## src/hw/rtl/mptm_pkg.sv

```systemverilog
// ---------------------------------------------------------------------------
// mptm_pkg
// Shared codes and types for the multi-pattern trie matcher.
// ---------------------------------------------------------------------------
package mptm_pkg;

    localparam logic [2:0] CMD_PATTERN = 3'd0;
    localparam logic [2:0] CMD_SEARCH  = 3'd1;
    localparam logic [2:0] CMD_EOT     = 3'd2;
    localparam logic [2:0] CMD_RESTART = 3'd3;
    localparam logic [2:0] CMD_CLEAR   = 3'd4;

    localparam logic [1:0] ST_ADDED    = 2'd0;
    localparam logic [1:0] ST_DUP      = 2'd1;
    localparam logic [1:0] ST_FULL     = 2'd2;
    localparam logic [1:0] ST_TOO_LONG = 2'd3;

    localparam logic KIND_INSERT = 1'b0;
    localparam logic KIND_MATCH  = 1'b1;

    localparam logic [7:0] ASCII_UPPER_A = 8'h41;
    localparam logic [7:0] ASCII_UPPER_Z = 8'h5a;
    localparam logic [7:0] ASCII_CASE_OFS = 8'h20;

    typedef enum logic [2:0] {
        OP_FIND,
        OP_FINDADD,
        OP_READ,
        OP_SET_TAG,
        OP_SET_BACK,
        OP_CLEAR
    } tok_op_t;

    typedef enum logic [3:0] {
        S_IDLE,
        S_KMP_RD,
        S_KMP_CMP,
        S_WALK_RD,
        S_WALK_ISSUE,
        S_WALK_WAIT,
        S_TAG_ISSUE,
        S_BACK_RD1,
        S_BACK_RD2,
        S_BACK_ISSUE,
        S_SRCH_ISSUE,
        S_SRCH_WAIT,
        S_EOT_ISSUE,
        S_EOT_WAIT,
        S_CLR,
        S_EMIT
    } state_t;

endpackage

```

## src/hw/rtl/mptm_cell.sv

```systemverilog
// ---------------------------------------------------------------------------
// mptm_cell
// One trie node: edge key, tag flag and back link. Acts on the passing
// token, registers it and hands it on to the next cell.
// ---------------------------------------------------------------------------
module mptm_cell
    import mptm_pkg::*;
#(
    parameter int IDX  = 0,
    parameter int IW   = 8,
    parameter int CNTW = 9,
    parameter int CW   = 16
)
(
    input  logic            clk,
    input  logic            rst_n,
    input  logic [CNTW-1:0] node_count,
    input  logic [$bits(tok_op_t)+5*IW+CW+4-1:0] tok_in,
    output logic [$bits(tok_op_t)+5*IW+CW+4-1:0] tok_out
);

    typedef struct packed {
        logic          valid;
        tok_op_t       op;
        logic [IW-1:0] kp;
        logic [CW-1:0] kc;
        logic [IW-1:0] ridx;
        logic [IW-1:0] data;
        logic          found;
        logic          made;
        logic [IW-1:0] fidx;
        logic          ftag;
        logic [IW-1:0] rback;
    } tok_t;

    localparam bit IS_ROOT = (IDX == 0);

    tok_t          tin;
    tok_t          tok_reg;
    tok_t          tok_next;
    logic [IW-1:0] kp_reg;
    logic [IW-1:0] kp_next;
    logic [CW-1:0] kc_reg;
    logic [CW-1:0] kc_next;
    logic          tagged_reg;
    logic          tagged_next;
    logic          bset_reg;
    logic          bset_next;
    logic [IW-1:0] back_reg;
    logic [IW-1:0] back_next;
    logic          live;
    logic          key_hit;
    logic          idx_hit;
    logic          make;

    assign tin     = tok_t'(tok_in);
    assign tok_out = tok_reg;

    always_comb
    begin
        live    = !IS_ROOT && (CNTW'(IDX) < node_count);
        key_hit = tin.valid && live && (tin.op == OP_FIND || tin.op == OP_FINDADD)
                  && kp_reg == tin.kp && kc_reg == tin.kc;
        idx_hit = tin.valid && tin.ridx == IW'(IDX);
        make    = tin.valid && tin.op == OP_FINDADD && !tin.found
                  && node_count == CNTW'(IDX);

        tok_next    = tin;
        kp_next     = kp_reg;
        kc_next     = kc_reg;
        tagged_next = tagged_reg;
        bset_next   = bset_reg;
        back_next   = back_reg;

        if (key_hit)
        begin
            tok_next.found = 1'b1;
            tok_next.fidx  = IW'(IDX);
            tok_next.ftag  = tagged_reg;
        end
        if (make)
        begin
            tok_next.found = 1'b1;
            tok_next.made  = 1'b1;
            tok_next.fidx  = IW'(IDX);
            tok_next.ftag  = 1'b0;
            kp_next        = tin.kp;
            kc_next        = tin.kc;
            tagged_next    = 1'b0;
            bset_next      = 1'b0;
            back_next      = '0;
        end
        if (idx_hit && (tin.op == OP_FIND || tin.op == OP_READ))
        begin
            tok_next.rback = bset_reg ? back_reg : '0;
        end
        if (idx_hit && tin.op == OP_SET_TAG)
        begin
            tagged_next = 1'b1;
        end
        if (idx_hit && tin.op == OP_SET_BACK && !bset_reg)
        begin
            bset_next = 1'b1;
            back_next = tin.data;
        end
        if (tin.valid && tin.op == OP_CLEAR)
        begin
            tagged_next = 1'b0;
            bset_next   = 1'b0;
            back_next   = '0;
        end
    end

    always_ff @(posedge clk or negedge rst_n)
    begin
        if (!rst_n)
        begin
            tok_reg    <= '0;
            tagged_reg <= 1'b0;
            bset_reg   <= 1'b0;
            back_reg   <= '0;
        end
        else
        begin
            tok_reg    <= tok_next;
            tagged_reg <= tagged_next;
            bset_reg   <= bset_next;
            back_reg   <= back_next;
        end
    end

    always_ff @(posedge clk)
    begin
        kp_reg <= kp_next;
        kc_reg <= kc_next;
    end

endmodule

```

## config.mk

```make
export PLATFORM = sky130hd
export DESIGN_NAME = mptm_cell
export DESIGN_NICKNAME = d
export VERILOG_FILES = /design/src/hw/rtl/mptm_pkg.sv /design/src/hw/rtl/mptm_cell.sv
export SDC_FILE = /design/constraint.sdc
export NUM_CORES = 1
export LEC_CHECK = 0
export ABC_AREA = 0
export BUFFER_PORTS_ARGS = -buffer_cell sky130_fd_sc_hd__buf_2
export CORE_MARGIN = 5
export CORE_UTILIZATION = 42
export DETAILED_ROUTE_END_ITERATION = 12
export PLACE_DENSITY = 0.76
export SYNTH_ARGS = -nofsm -noshare
export SYNTH_HDL_FRONTEND = slang
export SYNTH_SLANG_ARGS = --single-unit
export TNS_END_PERCENT = 20
```

## constraint.sdc

```tcl
create_clock -name clk -period 1.5 [get_ports clk]
set_input_delay 0.3 -clock clk [delete_from_list [all_inputs] [get_ports clk]]
set_output_delay 0.3 -clock clk [all_outputs]
set_load 0.01 [all_outputs]
```

==> metrics list, run 1 <==
- DRC Markers: 0
- Relative to the synthesized area, the layout overhead comes to 45.68%.
- Number of global-route vias before repair: between 1500 and 2000
- Number of iterations in the first detailed-routing pass: 4
* Dpl ws: -0.004838 ns
* Overall routed net length: 5.218 mm
- Total power divided by cell area: 1184 nW/um2
- After synthesis the cells add up to 2260 um2.
* CTS tree: done
* Critical path, cell by cell: nor3b_1, and4_1, buf_4, nand2_1, o21ai_0
- Worst-path clk slew: 0.07 ns
- Counting flops and latches in the post-synthesis netlist gives 72.
- Detailed-placement wirelength estimate: between 4 and 5 mm
- Setup violations remaining at the end of the flow were counted as 0.
- The register with the most flip-flops in the layout has 63 of them.
- Cell type contributing the most total cell area after synthesis: sky130_fd_sc_hd__dfrtp_1
- Max-cap violations: 0
- Headroom to the max-slew limit came out at 0.7763.
- Final max-slew violation count: 0
- The congestion estimate from routability-driven global placement came to 0.7347.
* Unrepaired setup endpoints after global routing: false
- Among all flip-flop cells after synthesis, the most frequent one is sky130_fd_sc_hd__dfrtp_1.
- Mean Syn Cell Area: between 10 and 15 um2
* Transition at the pin with the smallest max-transition slack: 0.3347 ns
* Share of final-layout standard cells stronger than drive strength 1: 0.5437
- Count of flip-flops with a built-in enable after synthesis: 0
- Post-CTS Repair Setup Buffers: 0
- The number of antenna violations at the first check in global routing was 0.
- Highest ir drop seen on vdd: 0.7738 mV
- Top area cells in the synthesized netlist: sky130_fd_sc_hd__dfrtp_1, sky130_fd_sc_hd__o21ai_0, sky130_fd_sc_hd__nand2_1
- Share of async-settable or async-resettable flops after synthesis: 1.000
- In the global route stage, met3 resource usage came out at 0.06436.
- For this configuration, the core starts out at a cell density of 0.4369.
- Input and output buffers added on the ports amount to 136.
- Share of the synthesized area in the top cell type: 0.7973
* Placement Rows: 26
* Total CTS buffers: 9
- Largest net degree at the start of global routing: 37
- Number of DRC markers in iteration 0: 29
- Post-synth net total: 227
* Share of synthesized area occupied by flip-flops and latches: 0.7973
- Worst clock skew: 0.006240 ns
* Worst min-delay path category: in -> reg
* Post-synthesis cell count: between 150 and 200
* GRT Max-Usage Layer: met2
- After the last flow step, the layout net total stands at 378.
* Run status: completed
- Dividing the final minimum period by the clock period gives 0.7973.
- Insertion delay to the later sink of the worst-skew pair: 0.33 ns
- Die Span X: between 80 and 90 um
* Startpoint types: flip-flop
* Count of vias placed by the detailed router: roughly 1700
* Total global routing track utilization: 0.1622
- Max Fanout on Critical Path: 8
- Peak clock frequency supported by timing: roughly 840 MHz
- Hold violation count in the final report: 0
* Wire length of the first global-routing pass: 8.666 mm
- Worst setup slack after layout: 0.3040 ns
- The die covers 6947 um2.
- Summed over all cells, the static leakage comes to approximately 1.7 nW.
- Dividing the detail-routed via count by the number of cells gives 4.391.
- The Yosys step of the flow raised 0 warnings.
- Dividing the detail-routed wire length by the instance count gives 13.77 um.
* Largest buffer count on any clock path: 2
- Height of the die: 83.35 um
* Clk root buf: sky130_fd_sc_hd__clkbuf_8
- CTS HTree Levels: 3
- Number of inserted diodes: 0
* Placeable core region: between 5000 and 6000 um2
- Routing usage on met1: 0.1889
* Time the final worst path needs with I/O delays and setup: 1.196 ns
- The clock drives 72 sinks.
- Antenna Violating Nets Remaining: 0
* Post-route total power: 3.899 mW
* Worst EP arrival: 1.45 ns
- Cell at the slowest stage of the critical path: sky130_fd_sc_hd__dfrtp_1
* Start-to-end type of the worst setup path: reg -> reg
* Grt total ovfl: 0
* Worst Setup End Kind: flip-flop
- CP max stage delay: 0.38 ns
- The synthesized netlist contains 24 unique library cells.
* Critical Path RT: 1.75 ns
* Met2 capacity usage during global routing: 0.2646
- 137 I/O pins were placed.
==> final timing paths <==
path                             startpoint     endpoint  slack, ns  cells after the start
worst max-delay path               bset_reg  back_reg[7]       0.30                      5
worst min-delay path             tok_in[46]  tok_out[46]       0.07                      1
worst max register to register     bset_reg  back_reg[7]       0.30                      5
worst min register to register  back_reg[2]   tok_out[2]       0.51                      2
max in group asynchronous             rst_n  tok_out[18]       0.61                      3
min in group asynchronous             rst_n  tok_out[44]       0.39                      2
==> cells in the mapped netlist (2+ instances only) <==
library cell / instances
sky130_fd_sc_hd__nand3_2: 2
sky130_fd_sc_hd__dfrtp_1: 72
sky130_fd_sc_hd__or2_2: 2
sky130_fd_sc_hd__nor4_1: 2
sky130_fd_sc_hd__o21ai_2: 2
sky130_fd_sc_hd__o21ai_0: 15
sky130_fd_sc_hd__buf_4: 2
sky130_fd_sc_hd__nand3_1: 6
sky130_fd_sc_hd__nor2_1: 2
sky130_fd_sc_hd__nor2b_1: 8
sky130_fd_sc_hd__inv_1: 9
sky130_fd_sc_hd__nand2_1: 17
sky130_fd_sc_hd__buf_2: 2
sky130_fd_sc_hd__nand4b_1: 2
==> where the power goes <==
group	switching, mW	internal [mW]
sequential	0.0199	2.03
combinational	0.175	0.157
clock	0.667	0.852
total	0.862	3.04
==> final cells by class <==
class / count / area, um2
timing repair buffer: 145 / 778.2
tap: 70 / 87.58
sequential: 72 / 1802
clock buffer: 11 / 151.4
fill: 424 / 1881
multi-input combinational: 67 / 384.1
inverter: 9 / 33.78
clock inverter: 5 / 55.05
==> metrics by stage <==
stage          setup TNS [ns]  std cells  utilization  hold WS [ns]  instance area, um2
5_1_grt                     0        379       0.6364       0.03111                3292
3_5_place_dp        -0.006582        362       0.5946        0.2131                3075
3_3_place_gp                0        362       0.5946        0.2074                3075
6_report                    0        379       0.6364       0.07075                3292
2_1_floorplan               0        153            -      0.004409                2260
4_1_cts                     0        379       0.6364       0.05279                3292
==> kinds of logic after synthesis <==
family | synth area share
simple gates | 0.1268
flops | 0.7973
compound gates | 0.04319
buf+inv | 0.03266
==> metal layers <==
metal	vias up	part of all wire
met5	-	0
met4	0	0.017
met3	9	0.096
met2	87	0.50
met1	771	0.38
li1	797	-
==> placed cells by master (no fill, tap or decap) <==
cell type | Yosys | routed
sky130_fd_sc_hd__or2_2 | 2 | 2
sky130_fd_sc_hd__inv_1 | 9 | 9
sky130_fd_sc_hd__and2b_1 | 1 | 1
sky130_fd_sc_hd__dfrtp_1 | 72 | 72
sky130_fd_sc_hd__nor2_1 | 2 | 2
sky130_fd_sc_hd__nor2b_1 | 8 | 8
sky130_fd_sc_hd__buf_4 | 2 | 7
sky130_fd_sc_hd__nand3_2 | 2 | 2
sky130_fd_sc_hd__buf_2 | 2 | 135
sky130_fd_sc_hd__o21ai_0 | 15 | 15
sky130_fd_sc_hd__buf_12 | 0 | 2
sky130_fd_sc_hd__o21ai_2 | 2 | 2
sky130_fd_sc_hd__nor4b_2 | 1 | 1
sky130_fd_sc_hd__and4_1 | 1 | 1
sky130_fd_sc_hd__nor4_1 | 2 | 2
sky130_fd_sc_hd__clkbuf_8 | 0 | 11
sky130_fd_sc_hd__nand4_1 | 1 | 1
sky130_fd_sc_hd__bufinv_16 | 0 | 1
sky130_fd_sc_hd__and4b_1 | 1 | 1
sky130_fd_sc_hd__nor3_1 | 1 | 1
sky130_fd_sc_hd__clkinv_2 | 0 | 2
sky130_fd_sc_hd__clkinvlp_4 | 0 | 2
sky130_fd_sc_hd__nand4b_1 | 2 | 2
sky130_fd_sc_hd__nand2_1 | 17 | 17
sky130_fd_sc_hd__dlygate4sd3_1 | 0 | 1
sky130_fd_sc_hd__nor3b_1 | 1 | 1
sky130_fd_sc_hd__o21ai_1 | 1 | 1
sky130_fd_sc_hd__nor4_2 | 1 | 1
sky130_fd_sc_hd__nand3_1 | 6 | 6
==> timing repair <==
item,CTS,global route
hold buffers,1,0
endpoints found under the hold margin,21,0
endpoints found under the setup margin,0,0
gates resized for setup,0,0
==> worst max-delay path, delay by kind of cell (launching register included) <==
kind            cells  cell delay [ns]
compound gates      1             0.07
buf+inv             1             0.16
flops               1             0.38
simple gates        3             0.51
No activity file was read; power rests on OpenSTA's default activity.
==> run 2: changes to the inputs <==
Settings changed: CORE_UTILIZATION 42 to 38, PLACE_DENSITY 0.76 to 0.73.
Clock period 1.5 ns to 0.99 ns, I/O delays scaled along.
==> run 2 against run 1 <==
The flow now finishes with violations (negative setup slack). Via count grew 16%. Setup slack lost 0.46 ns. Global-route usage increased by 1.4 points. Core utilization is 5.1 points higher. Routed wire length rose by 23%. Power increased by 57%. Largest cell class unchanged. Highest routed layer unchanged.
==> metrics list, run 2 (synthesis results as in run 1) <==
* Run status: complete, but fails checks
- Violated checks: negative setup slack
- Measured against its own limit, the worst slew margin works out to 0.7447.
- TritonCTS built the clock tree.
- Relative to the synthesized area, the layout overhead comes to 78.07%.
- The first global-routing pass estimated roughly 9.8 mm of wire.
- The internal portion of the total power is between 4 and 5 mW.
- In the final layout, the multi-input gates occupy 485.5 um2.
* Height of the die: 87.12 um
- The share of total power dissipated in the clock network is 0.375.
* Placer congestion estimate: between 0.7 and 0.8
- The final hold violation count was 0.
- The sequential cells in the finished layout cover a total of 1802 um2.
- Startpoint types: flip-flop
- Counting the buffers created by CTS gives 9.
- Start-to-end type of the worst setup path: reg -> reg
* Static leakage: 1.975 nW
* Number of iterations in the first detailed-routing pass: 4
- Of the total power, combinational logic draws 0.117.
- Overall routed net length: between 6 and 7 mm
* Antenna Violating Nets Remaining: 0
* Net switching fraction of the power: 0.2321
- Worst clock skew: 0.006363 ns
* Final period util: 1.156
* Largest net degree at the start of global routing: 73
* Worst-path clk slew: 0.07 ns
- Clk root buf: sky130_fd_sc_hd__clkbuf_8
- The die is 87.12 um wide.
* Die area: 7589 um2
- Commonest non-fill, non-tap cells in the layout: sky130_fd_sc_hd__buf_2, sky130_fd_sc_hd__dfrtp_1, sky130_fd_sc_hd__dlygate4sd3_1
* DRC Markers: 0
* Max-cap violations: 0
- The routed design could run at a clock period as short as between 1 and 1.5 ns.
* Final max-slew violation count: 0
- Max Fanout on Critical Path: 8
- Filler instances: approximately 430
- Of the total power, registers draw 0.508.
- Clock latency on the worst-skew pair, taken at its later pin, is 0.34 ns.
- Timing would allow up to 873.4 MHz.
* Antenna violations before repair: 0
- No sink is reached through more buffers than the 2 on the longest clock path.
* Number of global-route vias before repair: roughly 2100
- Leading cell type in the layout, fill and taps excluded: sky130_fd_sc_hd__buf_2
- Worst R2R Setup Slack: -0.15 ns
- Counting every sink on the clock net gives 72.
- Highest ir drop seen on vdd: about 0.95 mV
- The first routing iteration left 39 violations.
* Number of flip-flops in the largest register: 63
* Grt total ovfl: 0
- The count of cells in the finished layout, fillers not included, comes to 431.
- Power spread over the standard cell area amounts to 1522 nW/um2.
- Number of inserted diodes: 0
- Worst Setup End Kind: flip-flop
- Once routing completed, OpenROAD measured the worst setup slack at -0.1549 ns.
- Share of final-layout standard cells stronger than drive strength 1: 0.5309
- Initial standard-cell utilization of the core: 0.3862
* Placement Rows: 28
* Per-cell routed wire length: 14.90 um
* Power spent charging and discharging nets: between 1 and 1.5 mW
- CTS built an H-tree with a depth of 3.
- Across every metal layer, demand over resource in global routing totals 0.1760.
- The final layout contains 425 nets.
- Setup violations remaining at the end of the flow were counted as 80.
* Post-route total power: 6.126 mW
* Critical Path RT: 1.26 ns
- Number of top-level design ports: 137
- Buffers placed on the I/O ports in this run total 136.
- Count of vias placed by the detailed router: 1926
- Worst min-delay path category: in -> reg
- Worst EP arrival: approximately 1.4 ns
- Unrepaired setup endpoints after global routing: true
* Placeable core region: between 5000 and 6000 um2
- Detailed-placement wirelength estimate: 4.091 mm
- Placed cells: 370
- Number of vias per cell after detailed routing: 4.469
* Transition at the pin with the smallest max-transition slack: ~0.38 ns
==> run 2: repair_timing <==
action	CTS	global route
pin swaps	8	7
cloned	1	0
endpoints found under the setup margin	80	91
hold buffers	42	0
hold endpoints to repair	113	0
buffers inserted	1	1
resized for setup	26	32
==> run 2: metal layers <==
metal	wire [um]	vias to the layer above	track usage
met4	178	0	0.08926
met2	3426	90	0.3037
met1	2221	926	0.1861
li1	-	892	-
met3	594	18	0.06812
met5	0	-	0
==> run 2: critical path, cell delays in order, from the launching register on <==
cell and delay, ns:
sky130_fd_sc_hd__dfrtp_1 0.39, sky130_fd_sc_hd__nor3b_2 0.19, sky130_fd_sc_hd__and4_1 0.23, sky130_fd_sc_hd__buf_6 0.13
sky130_fd_sc_hd__nand2_1 0.07, sky130_fd_sc_hd__o21ai_2 0.06
==> run 2: layout make-up <==
class                      count  share of cell area
inverter                       9            0.008396
tap                           75             0.02332
clock inverter                 5             0.01399
sequential                    72              0.4478
timing repair buffer         192              0.3507
multi-input combinational     67              0.1206
clock buffer                  11             0.03514
==> run 2: final timing paths <==
check | startpoint | end | cells after the start
max | bset_reg | back_reg[5] | 5
min | tok_in[61] | tok_out[61] | 1
max reg2reg | bset_reg | back_reg[5] | 5
min reg2reg | back_reg[6] | tok_out[6] | 2
max in group asynchronous | rst_n | tok_out[33] | 3
min in group asynchronous | rst_n | tok_out[50] | 3
==> run 2: stage by stage <==
step | setup WS [ns] | hold slack (ns) | setup TNS (ns) | utilization | instance area, um2
after floorplan | -0.1995 | -0.09759 | -4.182 | - | 2268
after global placement | -0.3391 | 0.2349 | -8.619 | 0.5357 | 3134
after detailed placement | -0.4087 | 0.2390 | -9.918 | 0.5357 | 3134
after CTS | -0.1868 | 0.01925 | -5.357 | 0.6591 | 3856
after global routing | -0.2349 | 0.01137 | -7.933 | 0.6878 | 4024
final | -0.1549 | 0.02613 | -4.224 | 0.6878 | 4024
==> run 2: power by group through the flow <==
stage	Sequential, mW	Combinational [mW]	Clock [mW]
6_report	3.11	0.718	2.30
5_1_grt	3.12	0.782	2.49
4_1_cts	3.10	0.677	2.35
3_5_place_dp	3.16	0.521	0
3_3_place_gp	3.16	0.512	0
2_1_floorplan	3.24	0.0587	0
==> run 3: changes to the inputs <==
Settings changed: CORE_UTILIZATION 38 to 40, CTS_BUF_LIST set to sky130_fd_sc_hd__clkbuf_4 sky130_fd_sc_hd__clkbuf_8, PLACE_DENSITY 0.73 to 0.76, SKIP_LAST_GASP set to 1.
==> run 3 against run 2 <==
The run still ends with negative setup slack left. Via count down 1.7%. Clock power down 2%. Clock skew down 0.00084 ns. Non-clock buffer count down 1. Register-to-register slack worse by 0.05 ns. Cell area down 5.1%. Combinational power down 4.5%. Critical path type unchanged. Largest power group unchanged. Highest routed layer unchanged.
==> metrics list, run 3 (synthesis results as in run 1) <==
- At the later pin of the worst-skew pair, clock insertion delay measures 0.32 ns.
- CP top delay family: simple AND/OR/NAND/NOR gates
* Number of DRC markers in iteration 0: 60
- Leaving out fill and tap cells, the most frequent cells in the layout are sky130_fd_sc_hd__buf_2, sky130_fd_sc_hd__dfrtp_1, sky130_fd_sc_hd__dlygate4sd3_1.
- Placement Rows: 27
* Number of inserted diodes: 0
- Run status: complete, but fails checks
- Height of the die: 85.16 um
* Worst slew slack as a fraction of its limit: 0.8097
* Worst Setup End Kind: flip-flop
- Placeable core region: 5507 um2
- Dividing the final minimum period by the clock period gives 1.208.
* Static leakage: a little under 2 nW
- Total Negative Setup Slacks: -3.823 ns
- Worst clock skew: 0.005520 ns
- At the placement stage, the worst setup path has a slack of -0.4133 ns.
- Walking the worst path, the cells encountered are nor3b_2, nand4_1, buf_4, nand2_1, o21ai_1.
- The count of nets left with antenna violations once routing finished came out at 0.
* Final max-slew violation count: 0
- Violated checks: negative setup slack
* Post-route total power: about 6.0 mW
- Measured along the x axis, the die boundary spans 85.16 um.
- Setup repair after global routing could not meet its margin everywhere.
- Post-CTS Repair Setup Buffers: 0
- In this run, CTS created clock tree buffers numbering 9.
- Timing would allow up to 836.5 MHz.
- Critical Path RT: ~1.2 ns
- For this design, the sink count on the clock tree is 72.
- For this design, the slowest cell found on the critical path is sky130_fd_sc_hd__dfrtp_1.
- After the last flow step, the layout net total stands at between 400 and 500.
- Antenna violations before repair: 0
* Start-to-end type of the worst setup path: reg -> reg
* Worst-path clk slew: 0.07 ns
* CTS tree: done
* Highest ir drop seen on vdd: 1.143 mV
- Grt total ovfl: 0
- The final hold violation count came to 0.
- Largest net degree at the start of global routing: 27
- Setup violations remaining at the end of the flow were counted as 85.
- Transition at the pin with the smallest max-transition slack: 0.2855 ns
- Of all nets on the critical path, the largest fanout is 4.
- Worst min-delay path category: in -> reg
- Number of iterations in the first detailed-routing pass: 4
* DRC Markers: 0
- Per-cell routed wire length: ~15 um
- Share of final-layout standard cells stronger than drive strength 1: 0.5198
- Detailed routing inserted a total of 1893 vias.
* Placer congestion estimate: between 0.7 and 0.8
* Max-cap violations: 0
- Die area: 7252 um2
- Filler instances: about 400
- For this design the top-level I/O count stands at 137.
* Worst setup slack after layout: -0.2055 ns
* CTS HTree Levels: 3
- Number of global-route vias before repair: 2062
* Number of flip-flops in the largest register: 63
- Number of input and output port buffers inserted: 136
- Time the final worst path needs with I/O delays and setup: 1.195 ns
* Buf/Inv on CP: 1
* Leading cell type in the layout, fill and taps excluded: sky130_fd_sc_hd__buf_2
- Worst slack on hold paths: about 0.022 ns
* Initial standard-cell utilization of the core: 0.4104
* CP max stage delay: 0.40 ns
- STA classifies the critical path startpoint as a flip-flop.
* Total global routing track utilization: 0.1831
- The first global-routing pass estimated 10.08 mm of wire.
* Overall routed net length: 6.575 mm
- Summed over all nets, the half-perimeter wirelength after detailed placement is around 4.4 mm.
* Worst EP arrival: 1.40 ns
- Compared with the post-synthesis result, the final layout area differs by 69.05%.
- Number of vias per cell after detailed routing: 4.444
* Total power divided by cell area: 1581 nW/um2
- Largest buffer count on any clock path: 2
- The root buffer cell chosen for the clock tree is sky130_fd_sc_hd__clkbuf_8.
==> run 3: cell types whose count changed in the layout (fill, tap and decap cells not counted), moves of 2 or more <==
cell / change
sky130_fd_sc_hd__buf_12: -3
sky130_fd_sc_hd__buf_2: +15
sky130_fd_sc_hd__buf_4: +6
sky130_fd_sc_hd__buf_6: -13
sky130_fd_sc_hd__clkbuf_4: +2
sky130_fd_sc_hd__dlygate4sd3_1: -5
sky130_fd_sc_hd__nand3_1: +4
sky130_fd_sc_hd__nand3_2: -3
sky130_fd_sc_hd__o21ai_0: +6
sky130_fd_sc_hd__o21ai_2: -5
==> run 3: path summary, 6_finish.rpt <==
| check | start | to | slack (ns) | cells after the start |
|---|---|---|---|---|
| max | bset_reg | back_reg[2] | -0.21 | 5 |
| min | tok_in[31] | tok_out[31] | 0.02 | 1 |
| max reg2reg | bset_reg | back_reg[2] | -0.21 | 5 |
| min reg2reg | back_reg[3] | tok_out[3] | 0.51 | 2 |
| max in group asynchronous | rst_n | tok_out[23] | 0.24 | 3 |
| min in group asynchronous | rst_n | tok_out[41] | 0.31 | 2 |
==> run 3: worst reg2reg max path, stage by stage (launching register included) <==
cell and delay, ns:
sky130_fd_sc_hd__dfrtp_1 0.40, sky130_fd_sc_hd__nor3b_2 0.19, sky130_fd_sc_hd__nand4_1 0.17, sky130_fd_sc_hd__buf_4 0.21, sky130_fd_sc_hd__nand2_1 0.06, sky130_fd_sc_hd__o21ai_1 0.06
==> run 3: area by class of cell <==
| type | instances | area [um2] | area share |
|---|---|---|---|
| clock buffers | 12 | 152.6 | 0.03996 |
| clock inverters | 3 | 42.54 | 0.01114 |
| inverters | 9 | 33.78 | 0.008844 |
| multi-input cells | 67 | 451.7 | 0.1182 |
| flip-flops and latches | 72 | 1802 | 0.4717 |
| well taps | 72 | 90.09 | 0.02358 |
| repair buffers | 191 | 1247 | 0.3266 |
==> run 3: routing by layer <==
| metal | global-route usage | share of wire | wire, um |
|---|---|---|---|
| met3 | 0.06505 | 0.073 | 480 |
| met5 | 0 | 0 | 0 |
| met1 | 0.1973 | 0.35 | 2311 |
| met4 | 0.03885 | 0.0064 | 42 |
| met2 | 0.3425 | 0.57 | 3740 |
==> run 3: where the power goes <==
| group | switching (mW) | internal, mW |
|---|---|---|
| Clock | 0.973 | 1.27 |
| Sequential | 0.0359 | 3.07 |
| Combinational | 0.320 | 0.366 |
==> run 3: repair_timing <==
item                                    4_1_cts  5_1_grt
gates resized for setup                      12       16
pin swaps                                     3        3
hold endpoints to repair                     48        2
endpoints found under the setup margin       89       90
hold buffers                                 35        2
gates cloned                                  0        1
==> run 3: per-stage QoR <==
step	cells	area (um2)	util
floorplan	153	2268	-
global placement	373	3151	0.5721
detailed placement	373	3151	0.5721
CTS	423	3727	0.6769
global route	426	3820	0.6937
finish	426	3820	0.6937
